<file path="src/sv/pvu_pkg.sv">
// Package for the PML velocity node update unit.
// Holds operation codes, register indexes and the iteration stage payload.
// No dependencies.
package pvu_pkg;

  localparam int unsigned ITER_STEPS = 32;
  localparam int unsigned SQRT_STEPS = 31;

  localparam logic [1:0] CFG_TIME_STEP         = 2'd0;
  localparam logic [1:0] CFG_STEP_OVER_SPACING = 2'd1;
  localparam logic [1:0] CFG_SIDE_SIGN         = 2'd2;

  typedef enum logic [2:0] {
    OP_DAMP_SINGLE  = 3'd0,
    OP_DAMP_HARM    = 3'd1,
    OP_PLAIN_SINGLE = 3'd2,
    OP_PLAIN_HARM   = 3'd3,
    OP_SCALE        = 3'd4,
    OP_SCALE_GEO    = 3'd5
  } op_code_t;

  typedef enum logic [1:0] {
    SH_NONE = 2'd0,
    SH_16   = 2'd1,
    SH_31   = 2'd2
  } round_shift_t;

  typedef struct packed {
    op_code_t           op;
    logic signed [31:0] v;
    logic signed [33:0] diff;
    logic [30:0]        ca;
    logic               hzero;
    logic [47:0]        hrem;
    logic [31:0]        hnum;
    logic [47:0]        hden;
    logic [31:0]        hq;
    logic [47:0]        rrem;
    logic [31:0]        rnum;
    logic [47:0]        rden;
    logic [31:0]        rq;
    logic [33:0]        srem;
    logic [61:0]        sp;
    logic [30:0]        root;
  } pvu_iter_t;

endpackage

</file>
<file path="src/sv/pvu_iter_stage.sv">
// One iteration stage: one quotient bit of each divider and, below SQRT_STEPS, one root bit.
// Depends on pvu_pkg.
module pvu_iter_stage #(
  parameter int unsigned IDX = 0
) (
  input  logic               clk,
  input  logic               rst,
  input  logic               in_valid,
  output logic               in_ready,
  input  pvu_pkg::pvu_iter_t in_data,
  output logic               out_valid,
  input  logic               out_ready,
  output pvu_pkg::pvu_iter_t out_data
);

  logic [48:0]        ht;
  logic [48:0]        rt;
  logic [33:0]        st;
  logic [33:0]        trial;
  pvu_pkg::pvu_iter_t nxt;

  assign in_ready = !out_valid || out_ready;

  always_comb begin
    nxt   = in_data;
    ht    = {in_data.hrem, in_data.hnum[31]};
    rt    = {in_data.rrem, in_data.rnum[31]};
    st    = {in_data.srem[31:0], in_data.sp[61:60]};
    trial = {1'b0, in_data.root, 2'b01};
    nxt.hnum = {in_data.hnum[30:0], 1'b0};
    nxt.rnum = {in_data.rnum[30:0], 1'b0};
    if (ht >= {1'b0, in_data.hden}) begin
      nxt.hrem = 48'(ht - {1'b0, in_data.hden});
      nxt.hq   = {in_data.hq[30:0], 1'b1};
    end else begin
      nxt.hrem = ht[47:0];
      nxt.hq   = {in_data.hq[30:0], 1'b0};
    end
    if (rt >= {1'b0, in_data.rden}) begin
      nxt.rrem = 48'(rt - {1'b0, in_data.rden});
      nxt.rq   = {in_data.rq[30:0], 1'b1};
    end else begin
      nxt.rrem = rt[47:0];
      nxt.rq   = {in_data.rq[30:0], 1'b0};
    end
    if (IDX < pvu_pkg::SQRT_STEPS) begin
      nxt.sp = {in_data.sp[59:0], 2'b00};
      if (st >= trial) begin
        nxt.srem = st - trial;
        nxt.root = {in_data.root[29:0], 1'b1};
      end else begin
        nxt.srem = st;
        nxt.root = {in_data.root[29:0], 1'b0};
      end
    end
  end

  always_ff @(posedge clk) begin
    if (rst) begin
      out_valid <= 1'b0;
    end else if (in_ready) begin
      out_valid <= in_valid;
    end
    if (in_ready) begin
      out_data <= nxt;
    end
  end

endmodule

</file>
<file path="config.mk">
export PLATFORM = sky130hd
export DESIGN_NAME = pvu_iter_stage
export DESIGN_NICKNAME = d
export VERILOG_FILES = /design/src/sv/pvu_pkg.sv /design/src/sv/pvu_iter_stage.sv
export SDC_FILE = /design/constraint.sdc
export NUM_CORES = 1
export LEC_CHECK = 0
export BUFFER_PORTS_ARGS = -buffer_cell sky130_fd_sc_hd__buf_4
export CORE_AREA = 10 10 420 422
export CTS_CLUSTER_DIAMETER = 100
export DETAILED_ROUTE_END_ITERATION = 8
export DIE_AREA = 0 0 430 432
export SYNTH_ARGS = -nofsm -noshare
export SYNTH_HDL_FRONTEND = slang
export SYNTH_SLANG_ARGS = --single-unit
</file>
<file path="constraint.sdc">
create_clock -name clk -period 24.7 [get_ports clk]
set_input_delay 3.705 -clock clk [delete_from_list [all_inputs] [get_ports clk]]
set_output_delay 3.705 -clock clk [all_outputs]
set_load 0.01 [all_outputs]
</file>
==> flow_results.org <==
** Status
- Run status :: finished, final reports clean

** Timing
- Summed over all failing endpoints, the final setup total negative slack is 0 ps.
- Setup repair after global routing left no endpoint under its margin.
- Total count of hold-check failures in the final report :: 0
- Max Slew Vio Count :: 0
- Derived from the worst setup path, the maximum achievable clock frequency is 121 MHz.
- Slew of the pin with the lowest slew margin :: 1190 ps
- On the final layout, the worst clock skew is 23.6 ps.
- Total setup violations reported at the end of the flow :: 0
- Time the worst path needs with I/O delays and setup :: 8250 ps
- Worst slew margin relative to its limit :: 19.4%
- Final period utilization :: 33.4%

** Die
- Core area :: 0.168 mm²
- Pin placement for this block handled 1102 I/O pins.
- Measured along the x axis, the die boundary spans 430 µm.
- Starting density of the core :: 15.5%
- In this run the vertical extent of the chip is 432 µm.
- The floorplan has 151 rows.
- The die covers 0.186 mm².

** Global route
- Largest net degree at the start of global routing :: 155
- The number of antenna violations at the first check in global routing is 85.
- Global routing used 15.7% of the available tracks across all layers.
- Gr ovfl total :: 0
- The first global-routing pass estimated 198 mm of wire.
- Number of global-route vias before repair :: 21018

** CTS
- The later pin in the worst-skew pair is clocked with a latency of 690 ps.
- Cts repair resizes :: 0
- CTS HTree Levels :: 3
- In this run the deepest clock path goes through 3 buffers.
- Clock tree synthesis selected as its root buffer the cell sky130_fd_sc_hd__clkbuf_16.
- CTS Hold Bufs :: 0
- After clock tree synthesis, the clock-pin slew on the worst setup and hold paths is 50 ps.
- Sinks on the clock net :: 545
- In this run, CTS created clock tree buffers numbering 75.
- TritonCTS built the clock tree.
- Setup Buffers After CTS :: 0

** Critical path
- Maximum fanout along the worst path :: 34
- R2r worst-path depth :: 4
- The worst setup path is captured at a primary output.
- Critical Path AT :: 4550 ps
- The worst setup path is of the input port to primary output kind.
- Required time worst endpoint :: 21000 ps
- The worst setup path is launched from an input port.

** Layout
- Relative to the synthesized area, the layout overhead comes to 50.9%.
- Final Cell Area :: 0.0393 mm²
- Total Nets Final :: 3753
- In the final layout, the share of cells above drive strength 1 is 42.6%.

** Yosys
- The synthesized netlist occupies a cell area of 0.0261 mm².
- Number of flops mapped to enable cells by yosys :: 544
- Synth async-reset ratio :: 0%
- Sequential area share after synthesis :: 62.7%
- Instance count of the mapped netlist :: 1954
- Each instance of the synthesized netlist takes up on average 13.3 µm².
- Leading register cell type out of synthesis :: sky130_fd_sc_hd__edfxtp_1
- Number of distinct library cells after synthesis :: 82
- Warnings from Yosys :: 0
- Number of storage elements in the synthesis netlist :: 545

** Detailed routing
- For this block, the routed nets add up to 155 mm of wire.
- In the routed design, unresolved DRC markers number 0.
- Across all layers, the routed design uses 21429 vias.
- The detail route stage leaves a number of antenna-violating nets equal to 0.
- Wirelength per Cell :: 28.9 µm
- Number of iterations in the first detailed-routing pass :: 5
- Detail-routed via count per cell :: 4.00
- First-iteration detailed-routing DRC count :: 1784

** Placed design
- DP Wirelength :: 134 mm
- RD Place Congestion :: 0.928
- Cell area after placement :: 0.0368 mm²
- Number of buffer cells added on primary ports :: 1093

** Job
- Across the run, the number of max-cap violations was 0.

** Power and ir drop
- Reported leakage power :: 0.0169 µW
- Power per cell area :: 75.1 mW/mm²
- IR analysis of the VDD net gives a maximum drop of 0.0518 mV.

** Min path
- Worst Hold Depth :: 2
- The min-delay analysis places its worst path in the category register to register.
[cells in the mapped netlist (all sizes together) (5+ instances only)]
master	number	share of area [%]
a2111oi	5	0.24
a211o	7	0.24
a211oi	16	0.53
nand4	40	0.96
mux2	88	4.5
or2	8	0.19
nand3	38	0.73
o31ai	9	0.26
o21a	11	0.32
xnor2	79	2.7
o31a	5	0.17
a21oi	157	3.0
edfxtp	544	63
o211ai	9	0.26
a31oi	17	0.41
o21ai	82	1.6
o21bai	24	0.69
a21o	75	2.2
ha	129	6.2
nor2b	13	0.31
nor3	13	0.25
xor2	34	1.1
nor4	10	0.30
inv	173	2.5
nor2	92	1.3
a21boi	10	0.29
and2	10	0.25
nand2b	15	0.36
clkbuf	46	0.66
mux2i	6	0.23
nand2	88	1.3
buf	21	0.71
and3	13	0.31
or3	12	0.29
[kinds of logic (layout without fill, tap and decap cells)]
kind of cell	count (synthesis)	in the layout	synth area share (%)
xor gates and xnor gates	113	113	3.80
buffers and inverters	240	1409	3.88
muxes	94	94	4.72
and+or+nand+nor	363	363	6.94
AOI/OAI and AO/OA	467	467	11.6
other	1	17	0.0144
DFF	545	545	62.7
adders and majority gates	131	131	6.34
[state kept, by name, summed over array words and instances (netlist names)]
register and cells:
out_data 544, out_valid 1
[cells in the final DEF, fill, tap and decap left out, types with 6 or more instances in the layout]
master,count
sky130_fd_sc_hd__buf_4,1101
sky130_fd_sc_hd__edfxtp_1,544
sky130_fd_sc_hd__inv_1,172
sky130_fd_sc_hd__a21oi_1,157
sky130_fd_sc_hd__ha_1,129
sky130_fd_sc_hd__nor2_1,90
sky130_fd_sc_hd__nand2_1,88
sky130_fd_sc_hd__o21ai_0,79
sky130_fd_sc_hd__xnor2_1,79
sky130_fd_sc_hd__a21o_1,75
sky130_fd_sc_hd__clkbuf_16,75
sky130_fd_sc_hd__mux2_4,48
sky130_fd_sc_hd__nand4_1,40
sky130_fd_sc_hd__mux2_2,40
sky130_fd_sc_hd__nand3_1,38
sky130_fd_sc_hd__xor2_1,34
sky130_fd_sc_hd__o21bai_1,24
sky130_fd_sc_hd__a31oi_1,17
sky130_fd_sc_hd__a211oi_1,14
sky130_fd_sc_hd__nand2b_1,14
sky130_fd_sc_hd__diode_2,13
sky130_fd_sc_hd__nor2b_1,13
sky130_fd_sc_hd__nor3_1,13
sky130_fd_sc_hd__and3_1,13
sky130_fd_sc_hd__or3_1,12
sky130_fd_sc_hd__a21boi_0,10
sky130_fd_sc_hd__o21a_1,10
sky130_fd_sc_hd__clkinvlp_4,10
sky130_fd_sc_hd__clkbuf_1,10
sky130_fd_sc_hd__and2_1,9
sky130_fd_sc_hd__nor4_1,9
sky130_fd_sc_hd__o31ai_1,9
sky130_fd_sc_hd__o211ai_1,9
sky130_fd_sc_hd__or2_2,8
sky130_fd_sc_hd__bufinv_16,8
sky130_fd_sc_hd__clkinv_1,8
sky130_fd_sc_hd__inv_6,7
sky130_fd_sc_hd__a211o_1,7
sky130_fd_sc_hd__mux2i_1,6
sky130_fd_sc_hd__clkinv_2,6
[worst paths after layout]
check	startpoint	endpoint	slack [ps]
worst max-delay path	out_ready	in_ready	16450
worst min-delay path	out_valid$_SDFFE_PP0P_	out_valid$_SDFFE_PP0P_	930
worst max register to register	out_valid$_SDFFE_PP0P_	out_data[184]$_DFFE_PP_	21170
worst min register to register	out_valid$_SDFFE_PP0P_	out_valid$_SDFFE_PP0P_	930
[worst max-delay path: stages]
cell and delay (ps):
sky130_fd_sc_hd__buf_4 80, sky130_fd_sc_hd__nand2b_4 460, sky130_fd_sc_hd__buf_4 280
[through the flow]
step	hold WS, ps	utilization (%)	std cells	setup WS [ps]	total power, µW
after global routing	1030	23.4	5355	16390	3080
after floorplan	3770	-	1957	4250	1500
final	930	23.4	5357	16450	2950
after detailed placement	984	21.9	5211	16390	1870
after CTS	987	23.3	5344	16380	3010
after global placement	969	21.9	5211	16400	1860
[final cells by class]
| cell class | instances | area [µm²] |
|---|---|---|
| Fill cell | 17924 | 129000 |
| Sequential cell | 545 | 16400 |
| Multi-Input combinational cell | 1172 | 8730 |
| Timing Repair Buffer | 1103 | 8310 |
| Tap cell | 2218 | 2780 |
| Clock buffer | 87 | 1940 |
| Inverter | 173 | 654 |
| Clock inverter | 46 | 531 |
| Antenna cell | 13 | 32.5 |
[routing by layer]
layer	wire length [µm]	vias to the layer above	GRT usage, %	share of wire [%]
li1	-	9570	-	-
met1	55300	10558	16.9	36
met2	82200	1039	29.1	53
met3	12500	254	4.80	8.1
met4	4770	8	5.32	3.1
met5	50	-	0	0.032
[report_power, final]
part           total, µW  leakage, µW  internal (µW)  switching (µW)
combinational        664       0.0101            296             368
clock               1120      0.00118            654             462
sequential          1170      0.00564           1130            40.5
Power figures use the tool's default switching activity.
